==> config.mk <==
export PLATFORM = sky130hd
export DESIGN_NAME = fir_filter_full_convolution
export DESIGN_NICKNAME = d
export VERILOG_FILES = /design/src/hdl/ffc_pkg.sv /design/src/hdl/fir_filter_full_convolution.sv /design/src/hdl/ffc_datapath.sv /design/src/hdl/ffc_ctrl.sv
export VERILOG_INCLUDE_DIRS = /design/src /design/src/hdl
export SDC_FILE = /design/constraint.sdc
export NUM_CORES = 2
export LEC_CHECK = 0
export BUFFER_PORTS_ARGS = -buffer_cell sky130_fd_sc_hd__buf_2
export CAP_MARGIN = 20
export CELL_PAD_IN_SITES_DETAIL_PLACEMENT = 0
export CELL_PAD_IN_SITES_GLOBAL_PLACEMENT = 2
export CORE_MARGIN = 4
export CORE_UTILIZATION = 46
export CTS_CLUSTER_DIAMETER = 50
export CTS_CLUSTER_SIZE = 14
export DETAILED_ROUTE_END_ITERATION = 10
export PLACE_DENSITY = 0.91
export SLEW_MARGIN = 20
export SYNTH_ARGS = -nofsm -noshare
export SYNTH_HDL_FRONTEND = slang
export SYNTH_SLANG_ARGS = --single-unit
==> constraint.sdc <==
create_clock -name clk -period 7.5 [get_ports clk]
set_input_delay 1.125 -clock clk [delete_from_list [all_inputs] [get_ports clk]]
set_output_delay 1.125 -clock clk [all_outputs]
set_load 0.1 [all_outputs]
==> src/hdl/fir_filter_full_convolution_assert.svh <==
// Assertion macros used by the FIR filter top level.
`ifndef FIR_FILTER_FULL_CONVOLUTION_ASSERT_SVH
`define FIR_FILTER_FULL_CONVOLUTION_ASSERT_SVH

// The consequent must hold in the same cycle as the antecedent.
`define FFC_ASSERT_SAME(label, clk, rst, ante, cons) \
  label: assert property (@(posedge clk) disable iff (rst) (ante) |-> (cons)) \
    else $error("FIR filter assertion failed");

// The consequent must hold in the cycle after the antecedent.
`define FFC_ASSERT_NEXT(label, clk, rst, ante, cons) \
  label: assert property (@(posedge clk) disable iff (rst) (ante) |=> (cons)) \
    else $error("FIR filter assertion failed");

`endif

==> src/hdl/ffc_pkg.sv <==
// Package with the shared types and constants of the FIR filter.
`timescale 1ns / 1ps
`default_nettype none
package ffc_pkg;

  localparam int DATA_W     = 16;
  localparam int IDX_W      = 4;
  localparam int TAP_W      = 5;
  localparam int PROD_W     = 2 * DATA_W;
  localparam int FRAC_W     = 15;
  localparam int ROUND_HALF = 16384;
  localparam int SAMPLE_MAX = 32767;
  localparam int SAMPLE_MIN = -32768;
  localparam int IN_TDATA_W = 24;

  localparam logic OP_SAMPLE = 1'b0;
  localparam logic OP_COEF   = 1'b1;

  typedef enum logic [2:0] {
    ST_IDLE  = 3'b001,
    ST_MAC   = 3'b010,
    ST_DRAIN = 3'b100
  } state_t;

  typedef struct packed {
    logic coef_wr;
    logic smp_wr;
    logic smp_zero;
    logic acc_clr;
    logic issue;
    logic out_load;
    logic out_last;
    logic dl_clr;
  } cmd_t;

  typedef struct packed {
    logic pipe_busy;
    logic out_free;
  } sts_t;

endpackage
`default_nettype wire

==> src/hdl/fir_filter_full_convolution.sv <==
// Top level of the streaming FIR filter with full convolution tail.
//
//   Channel   Direction  Contents
//   s_axis    in         coefficient load or sample word, end-of-signal mark
//   m_axis    out        rounded, saturated output sample and clip flag
//   cfg       in         tap count register write
//
// A coefficient word is written when it is taken. A sample word runs its T active taps
// through one shared multiply-accumulate unit, and the input is freed once its output
// is loaded; a sample with the end mark gives T outputs, the later ones from zero
// samples fed into the delay line, and frees the input after the last of them.
// After reset the coefficients and the delay line read as zero (valid bits, no
// clearing pass) and the tap count is one. A waiting output word stalls only the
// next output; a new input word is taken once the current one is finished.
`timescale 1ns / 1ps
`default_nettype none
`include "fir_filter_full_convolution_assert.svh"
module fir_filter_full_convolution #(
  parameter int MAX_TAPS = 16
) (
  input  wire                                  clk,
  input  wire                                  rst,
  input  wire                                  cfg_wr_en,
  input  wire [ffc_pkg::TAP_W-1:0]             cfg_wr_data,
  input  wire                                  s_axis_tvalid,
  output logic                                 s_axis_tready,
  // [3:0] coef_index, [19:4] value, [23:20] zero
  input  wire [ffc_pkg::IN_TDATA_W-1:0]        s_axis_tdata,
  // [0] opcode
  input  wire                                  s_axis_tuser,
  input  wire                                  s_axis_tlast,
  output logic                                 m_axis_tvalid,
  input  wire                                  m_axis_tready,
  // [15:0] filtered_sample
  output logic [ffc_pkg::DATA_W-1:0]           m_axis_tdata,
  // [0] saturated
  output logic                                 m_axis_tuser,
  output logic                                 m_axis_tlast
);

  localparam int AW = (MAX_TAPS > 1) ? $clog2(MAX_TAPS) : 1;

  ffc_pkg::cmd_t cmd;
  ffc_pkg::sts_t sts;
  logic [AW-1:0] coef_rd_addr;
  logic [ffc_pkg::IDX_W-1:0] in_coef_index;
  logic signed [ffc_pkg::DATA_W-1:0] in_value;

  assign in_coef_index = s_axis_tdata[ffc_pkg::IDX_W-1:0];
  assign in_value      = s_axis_tdata[ffc_pkg::IDX_W +: ffc_pkg::DATA_W];

  ffc_ctrl #(
    .MAX_TAPS(MAX_TAPS)
  ) u_ctrl (
    .clk         (clk),
    .rst         (rst),
    .cfg_wr_en   (cfg_wr_en),
    .cfg_wr_data (cfg_wr_data),
    .in_valid    (s_axis_tvalid),
    .in_opcode   (s_axis_tuser),
    .in_eos      (s_axis_tlast),
    .in_ready    (s_axis_tready),
    .sts         (sts),
    .cmd         (cmd),
    .coef_rd_addr(coef_rd_addr)
  );

  ffc_datapath #(
    .MAX_TAPS(MAX_TAPS)
  ) u_datapath (
    .clk          (clk),
    .rst          (rst),
    .cmd          (cmd),
    .coef_rd_addr (coef_rd_addr),
    .in_coef_index(in_coef_index),
    .in_value     (in_value),
    .sts          (sts),
    .m_axis_tvalid(m_axis_tvalid),
    .m_axis_tready(m_axis_tready),
    .m_axis_tdata (m_axis_tdata),
    .m_axis_tuser (m_axis_tuser),
    .m_axis_tlast (m_axis_tlast)
  );

  `FFC_ASSERT_SAME(a_idle_pipe_empty, clk, rst, s_axis_tready, !sts.pipe_busy)
  `FFC_ASSERT_NEXT(a_last_returns_idle, clk, rst, cmd.out_load && cmd.out_last, s_axis_tready)
  `FFC_ASSERT_SAME(a_valid_from_load, clk, rst, $rose(m_axis_tvalid), $past(cmd.out_load))
  `FFC_ASSERT_SAME(a_no_load_when_busy, clk, rst, cmd.out_load, !sts.pipe_busy && sts.out_free)

endmodule
`default_nettype wire

==> src/hdl/ffc_datapath.sv <==
// Datapath: coefficient and sample memories, multiply-accumulate pipe, rounding, output.
`timescale 1ns / 1ps
`default_nettype none
module ffc_datapath #(
  parameter int MAX_TAPS = 16
) (
  input  wire                                      clk,
  input  wire                                      rst,
  input  wire ffc_pkg::cmd_t                       cmd,
  input  wire [((MAX_TAPS > 1) ? $clog2(MAX_TAPS) : 1)-1:0] coef_rd_addr,
  input  wire [ffc_pkg::IDX_W-1:0]                 in_coef_index,
  input  wire signed [ffc_pkg::DATA_W-1:0]         in_value,
  output ffc_pkg::sts_t                            sts,
  output logic                                     m_axis_tvalid,
  input  wire                                      m_axis_tready,
  output logic [ffc_pkg::DATA_W-1:0]               m_axis_tdata,
  output logic                                     m_axis_tuser,
  output logic                                     m_axis_tlast
);

  localparam int AW    = (MAX_TAPS > 1) ? $clog2(MAX_TAPS) : 1;
  localparam int ACC_W = ffc_pkg::PROD_W + 1 + $clog2(MAX_TAPS);
  localparam int DW    = ffc_pkg::DATA_W;

  logic signed [DW-1:0] coef_mem [MAX_TAPS];
  logic signed [DW-1:0] dl_mem [MAX_TAPS];
  logic [MAX_TAPS-1:0]  coef_vld;
  logic [MAX_TAPS-1:0]  dl_vld;
  logic [AW-1:0]        wp;
  logic [AW-1:0]        rdp;
  logic signed [DW-1:0] coef_q;
  logic signed [DW-1:0] dl_q;
  logic                 coef_ok;
  logic                 dl_ok;
  logic                 v1;
  logic                 v2;
  logic signed [ffc_pkg::PROD_W-1:0] prod;
  logic signed [ACC_W-1:0] acc;
  logic signed [ACC_W-1:0] rnd;
  logic signed [ACC_W-1:0] quo;
  logic signed [DW-1:0]    res;
  logic                    res_sat;
  logic signed [DW-1:0]    mul_a;
  logic signed [DW-1:0]    mul_b;
  logic                    coef_wr_ok;
  logic signed [DW-1:0]    smp_data;

  assign coef_wr_ok = cmd.coef_wr && (32'(in_coef_index) < 32'(MAX_TAPS));
  assign smp_data   = cmd.smp_zero ? '0 : in_value;

  always_ff @(posedge clk) begin
    if (coef_wr_ok) begin
      coef_mem[AW'(in_coef_index)] <= in_value;
    end
    if (cmd.smp_wr) begin
      dl_mem[wp] <= smp_data;
    end
    if (cmd.issue) begin
      coef_q <= coef_mem[coef_rd_addr];
      dl_q   <= dl_mem[rdp];
    end
  end

  always_ff @(posedge clk) begin
    if (rst) begin
      coef_vld <= '0;
      dl_vld   <= '0;
      wp       <= '0;
      rdp      <= '0;
      coef_ok  <= 1'b0;
      dl_ok    <= 1'b0;
      v1       <= 1'b0;
      v2       <= 1'b0;
    end else begin
      v1 <= cmd.issue;
      v2 <= v1;
      if (coef_wr_ok) begin
        coef_vld[AW'(in_coef_index)] <= 1'b1;
      end
      if (cmd.dl_clr) begin
        dl_vld <= '0;
      end else if (cmd.smp_wr) begin
        dl_vld[wp] <= 1'b1;
      end
      if (cmd.smp_wr) begin
        rdp <= wp;
        wp  <= (wp == AW'(MAX_TAPS - 1)) ? '0 : wp + AW'(1);
      end else if (cmd.issue) begin
        rdp <= (rdp == '0) ? AW'(MAX_TAPS - 1) : rdp - AW'(1);
      end
      if (cmd.issue) begin
        coef_ok <= coef_vld[coef_rd_addr];
        dl_ok   <= dl_vld[rdp];
      end
    end
  end

  assign mul_a = coef_ok ? coef_q : '0;
  assign mul_b = dl_ok ? dl_q : '0;

  always_ff @(posedge clk) begin
    prod <= mul_a * mul_b;
    if (cmd.acc_clr) begin
      acc <= '0;
    end else if (v2) begin
      acc <= acc + ACC_W'(prod);
    end
  end

  // Round to nearest with ties upward, then clip to the sample range.
  always_comb begin
    rnd     = acc + $signed(ACC_W'(ffc_pkg::ROUND_HALF));
    quo     = rnd >>> ffc_pkg::FRAC_W;
    res_sat = 1'b0;
    res     = quo[DW-1:0];
    if (quo > $signed(ACC_W'(ffc_pkg::SAMPLE_MAX))) begin
      res     = DW'(ffc_pkg::SAMPLE_MAX);
      res_sat = 1'b1;
    end else if (quo < $signed(ACC_W'(ffc_pkg::SAMPLE_MIN))) begin
      res     = DW'(ffc_pkg::SAMPLE_MIN);
      res_sat = 1'b1;
    end
  end

  always_ff @(posedge clk) begin
    if (rst) begin
      m_axis_tvalid <= 1'b0;
    end else if (cmd.out_load) begin
      m_axis_tvalid <= 1'b1;
    end else if (m_axis_tready) begin
      m_axis_tvalid <= 1'b0;
    end
  end

  always_ff @(posedge clk) begin
    if (cmd.out_load) begin
      m_axis_tdata <= res;
      m_axis_tuser <= res_sat;
      m_axis_tlast <= cmd.out_last;
    end
  end

  assign sts.pipe_busy = v1 | v2;
  assign sts.out_free  = !m_axis_tvalid || m_axis_tready;

endmodule
`default_nettype wire

==> src/hdl/ffc_ctrl.sv <==
// Controller: tap count register, sequencing of taps, outputs and tail outputs.
`timescale 1ns / 1ps
`default_nettype none
module ffc_ctrl #(
  parameter int MAX_TAPS = 16
) (
  input  wire                                      clk,
  input  wire                                      rst,
  input  wire                                      cfg_wr_en,
  input  wire [ffc_pkg::TAP_W-1:0]                 cfg_wr_data,
  input  wire                                      in_valid,
  input  wire                                      in_opcode,
  input  wire                                      in_eos,
  output logic                                     in_ready,
  input  wire ffc_pkg::sts_t                       sts,
  output ffc_pkg::cmd_t                            cmd,
  output logic [((MAX_TAPS > 1) ? $clog2(MAX_TAPS) : 1)-1:0] coef_rd_addr
);

  localparam int AW = (MAX_TAPS > 1) ? $clog2(MAX_TAPS) : 1;
  localparam int TW = $clog2(MAX_TAPS + 1);
  localparam int CW = (TW > ffc_pkg::TAP_W) ? TW : ffc_pkg::TAP_W;

  ffc_pkg::state_t state;
  ffc_pkg::state_t state_next;
  logic [ffc_pkg::TAP_W-1:0] tap_count;
  logic [AW-1:0] k;
  logic [AW-1:0] k_next;
  logic [AW-1:0] tc;
  logic [AW-1:0] tc_next;
  logic          eos_q;
  logic          eos_q_next;
  logic [CW-1:0] tap_ext;
  logic [TW-1:0] taps;
  logic [TW-1:0] taps_m1;

  assign tap_ext = CW'(tap_count);

  always_comb begin
    if (tap_ext == '0) begin
      taps = TW'(1);
    end else if (tap_ext > CW'(MAX_TAPS)) begin
      taps = TW'(MAX_TAPS);
    end else begin
      taps = TW'(tap_ext);
    end
    taps_m1 = taps - TW'(1);
  end

  assign in_ready     = (state == ffc_pkg::ST_IDLE);
  assign coef_rd_addr = k;

  always_comb begin
    state_next = state;
    k_next     = k;
    tc_next    = tc;
    eos_q_next = eos_q;
    cmd        = '0;
    case (state)
      ffc_pkg::ST_IDLE: begin
        if (in_valid) begin
          if (in_opcode == ffc_pkg::OP_COEF) begin
            cmd.coef_wr = 1'b1;
          end else begin
            cmd.smp_wr  = 1'b1;
            cmd.acc_clr = 1'b1;
            k_next      = '0;
            eos_q_next  = in_eos;
            tc_next     = in_eos ? AW'(taps_m1) : '0;
            state_next  = ffc_pkg::ST_MAC;
          end
        end
      end
      ffc_pkg::ST_MAC: begin
        cmd.issue = 1'b1;
        k_next    = k + AW'(1);
        if (TW'(k) == taps_m1) begin
          state_next = ffc_pkg::ST_DRAIN;
        end
      end
      ffc_pkg::ST_DRAIN: begin
        if (!sts.pipe_busy && sts.out_free) begin
          cmd.out_load = 1'b1;
          cmd.out_last = eos_q && (tc == '0);
          if (tc != '0) begin
            // Tail output: feed a zero sample and run the taps again.
            tc_next      = tc - AW'(1);
            cmd.smp_wr   = 1'b1;
            cmd.smp_zero = 1'b1;
            cmd.acc_clr  = 1'b1;
            k_next       = '0;
            state_next   = ffc_pkg::ST_MAC;
          end else begin
            cmd.dl_clr = eos_q;
            eos_q_next = 1'b0;
            state_next = ffc_pkg::ST_IDLE;
          end
        end
      end
      default: begin
        state_next = ffc_pkg::ST_IDLE;
      end
    endcase
  end

  always_ff @(posedge clk) begin
    if (rst) begin
      state     <= ffc_pkg::ST_IDLE;
      tap_count <= ffc_pkg::TAP_W'(1);
      k         <= '0;
      tc        <= '0;
      eos_q     <= 1'b0;
    end else begin
      state <= state_next;
      k     <= k_next;
      tc    <= tc_next;
      eos_q <= eos_q_next;
      if (cfg_wr_en) begin
        tap_count <= cfg_wr_data;
      end
    end
  end

endmodule
`default_nettype wire
==> results.toml <==
[synthesis]
ys_warn_count = 0
synth_nets = 3220
ys_seq_elements = 693
synth_ff_type = "edfxtp_1"
synth_top_area_cell = "edfxtp_1"
async_flop_share_pct = 0
syn_avg_cell_area_um2 = 13.53
netlist_area_um2 = 37790
ys_types = 83
syn_inst = 2793
synth-edff-count = 562
synth_area_leaders = "edfxtp_1 (45%), fa_1 (14%), mux4_2 (10%)"
synth_top_cell_area_share_pct = 44.65
yosysSeqAreaShare_pct = 51.59

[timing]
min_period_ns = 6.966
max-slew-margin-rel_pct = 21.05
max_freq_ghz = 0.1435
rsz0062_at_grt = "no"
maxSlewViolCount = 0
fin_tns_setup_ns = 0
finalSetupViolations = 0
clock-skew-final_ns = 0.02735
hold_viol = 0
tightest_slew_ns = 1.184
fin_crit_sh_pct = 92.89

[final_layout]
drive_above_1_share_pct = 15.04
final_cells = 3974
syn_to_final_growth_pct = 10.61
fin_nets = 3288

[drt]
routed.top_layer = "met5"
route.met3.wl_um = 6194
wl_um = 90350
vias = 22330
drt_first_pass_iters = 5
met2WireLength_um = 46500
viasPerCell = 5.620
drt_iter0_markers = 2068
wl_met1_um = 35500
wire_per_inst_um = 22.74
drc = 0
ant_nets = 0

[power_and_ir_drop]
vdd_drop_max_mv = 0.2432
p_leak_uw = 0.01556
total_power_uw = 8379
pwr_density_cell_nw_per_um2 = 200.4

[job]
max-cap-violations = 0

[clocking]
ctsLongestPathBuffers = 3
cts-root-buf = "clkbuf_16"
cts_buffers = 73
cts_setup_buffers = 0
cts_num_sinks = 693
cts_tree = "built"
clkTransAtPathRegs_ns = 0.06
htreeDepth = 3
cts_hold_buf = 0
clock_latency_ns = 0.63
post_cts_resized = 0

[critical_path]
reg2regPathDepth = 22
endpoint = "u_datapath.prod[31]"
worstPathArrival_ns = 7.45
path_class = "reg -> reg"
cp-start-kind = "flop"
r2r-end = "u_datapath.prod[31]"
crit_required_ns = 7.99
r2r_slack_ns = 0.53
r2r_start = "u_datapath.coef_ok"
cp-startpoint = "u_datapath.coef_ok"
worst_setup_path_end_kind = "flop"
critPathMaxFanout = 30

[grt]
antenna_found_initial = 11
groute.usage.overall_pct = 21.22
grt_max_degree = 72
grt_pass1_wl_um = 139500
grt_pass1_vias = 23600
grt_overflow = 0

[floorplan]
start_util_pct = 46.69
core_um2 = 80940
placementRows = 104
dieArea_um2 = 86810
dieHeight_um = 294.6
fp.dieW_um = 294.6
io_pins = 56

[placement]
portBuffers = 51
place_inst = 3846
dp_hpwl_um = 61340
place_congestion = 0.9138

[hold_path]
hold_class = "reg -> reg"

[outcome]
status = "finished clean"
## critical path, cell delays in order (launching register included)
cell      delay, ns
dfxtp_1        0.40
buf_4          0.29
and2_1         0.52
nand2_1        0.17
fa_1           0.56
inv_1          0.05
fa_1           0.52
fa_1           0.49
fa_1           0.53
fa_1           0.54
inv_1          0.05
fa_1           0.56
inv_1          0.05
ha_1           0.37
a21oi_1        0.15
o21ai_1        0.13
a221oi_1       0.39
o21ai_1        0.17
nor3b_4        0.30
o221ai_2       0.16
a21oi_2        0.20
a21oi_1        0.10
xnor2_1        0.12
## power breakdown
part	leakage [uW]	total (uW)	switching [uW]	internal (uW)
logic	0.00829	528	317	210
clock network	0.00115	3580	1550	2030
registers	0.00612	4270	48.7	4220
## Yosys cell counts (8+ instances only)
cell / instances
a211oi_1: 12
a21o_1: 14
a21oi_1: 99
a31oi_1: 10
and2_1: 50
and3_1: 18
buf_1: 17
buf_2: 16
clkbuf_1: 78
dfxtp_1: 131
edfxtp_1: 562
fa_1: 263
ha_1: 128
inv_1: 315
mux2i_1: 18
mux4_2: 170
nand2_1: 223
nand2b_1: 16
nand3_1: 50
nand4_1: 10
nor2_1: 284
nor2b_1: 8
nor3_1: 26
o211ai_1: 10
o21ai_0: 44
o21ai_1: 22
o21bai_1: 10
xnor2_1: 57
xor2_1: 33
## state kept, by name, summed over array words and instances, names as in the netlist, 16 cells and up
signal	flops
u_datapath.m_axis_tdata	16
u_datapath.coef_mem	256
u_datapath.coef_vld	16
u_datapath.dl_vld	16
u_datapath.dl_mem	256
u_datapath.coef_q	16
u_datapath.dl_q	16
u_datapath.prod	32
u_datapath.acc	37
## kinds of logic (layout without fill, tap and decap cells)
family,Yosys count,in the layout,synth area share (%)
muxes,188,188,10.61
DFF,693,693,51.59
adders and majority gates,391,391,18.17
AOI/OAI and AO/OA,284,284,4.777
and+or+nand+nor,718,718,8.426
xor gates and xnor gates,90,90,2.086
buffers and inverters,429,548,4.343
other,0,2,0
## metrics by stage
step | instance area, um2 | hold WS [ns] | util (%) | setup slack [ns]
2_1_floorplan | 37790 | 0.4315 | - | 1.007
3_3_place_gp | 39390 | 0.4428 | 48.67 | 0.5409
3_5_place_dp | 39400 | 0.4569 | 48.68 | 0.5143
4_1_cts | 41790 | 0.4639 | 51.63 | 0.4974
5_1_grt | 41800 | 0.4704 | 51.64 | 0.1400
6_report | 41800 | 0.4631 | 51.65 | 0.5336
## cells in the final DEF (no fill, tap or decap), types with 55 or more instances in the layout
| cell | n |
|---|---|
| inv_1 | 314 |
| nor2_1 | 277 |
| a21oi_1 | 99 |
| fa_1 | 263 |
| dfxtp_1 | 127 |
| edfxtp_1 | 562 |
| nand2_1 | 223 |
| buf_4 | 55 |
| clkbuf_16 | 73 |
| mux4_2 | 170 |
| ha_1 | 128 |
| xnor2_1 | 57 |
## metal layers
layer | global-route usage, % | vias to the layer above
met2 | 37.11 | 729
met5 | 0 | -
li1 | - | 9951
met4 | 5.701 | 8
met3 | 4.453 | 136
met1 | 27.05 | 11510
## area by class of cell
class	instances	area, um2
Antenna cell	2	5.005
Timing Repair Buffer	106	668.1
Inverter	316	1186
Clock inverter	38	486.7
Clock buffer	88	1903
Tap cell	1060	1326
Fill cell	6683	39140
Multi-Input combinational cell	1671	16720
Sequential cell	693	19510
## worst min path at each step
stage | cells past startpoint | slack (ns) | start | endpoint
2_1_floorplan | 2 | 0.43 | u_datapath.dl_vld[10] | u_datapath.dl_vld[10]
3_3_place_gp | 2 | 0.44 | u_datapath.dl_vld[9] | u_datapath.dl_vld[9]
3_5_place_dp | 2 | 0.46 | u_datapath.coef_vld[2] | u_datapath.coef_vld[2]
4_1_cts | 1 | 0.46 | u_datapath.v1 | u_datapath.v2
5_1_grt | 1 | 0.47 | u_datapath.v1 | u_datapath.v2
6_report | 1 | 0.46 | u_datapath.v1 | u_datapath.v2
No activity file was read; power rests on OpenSTA's default activity.
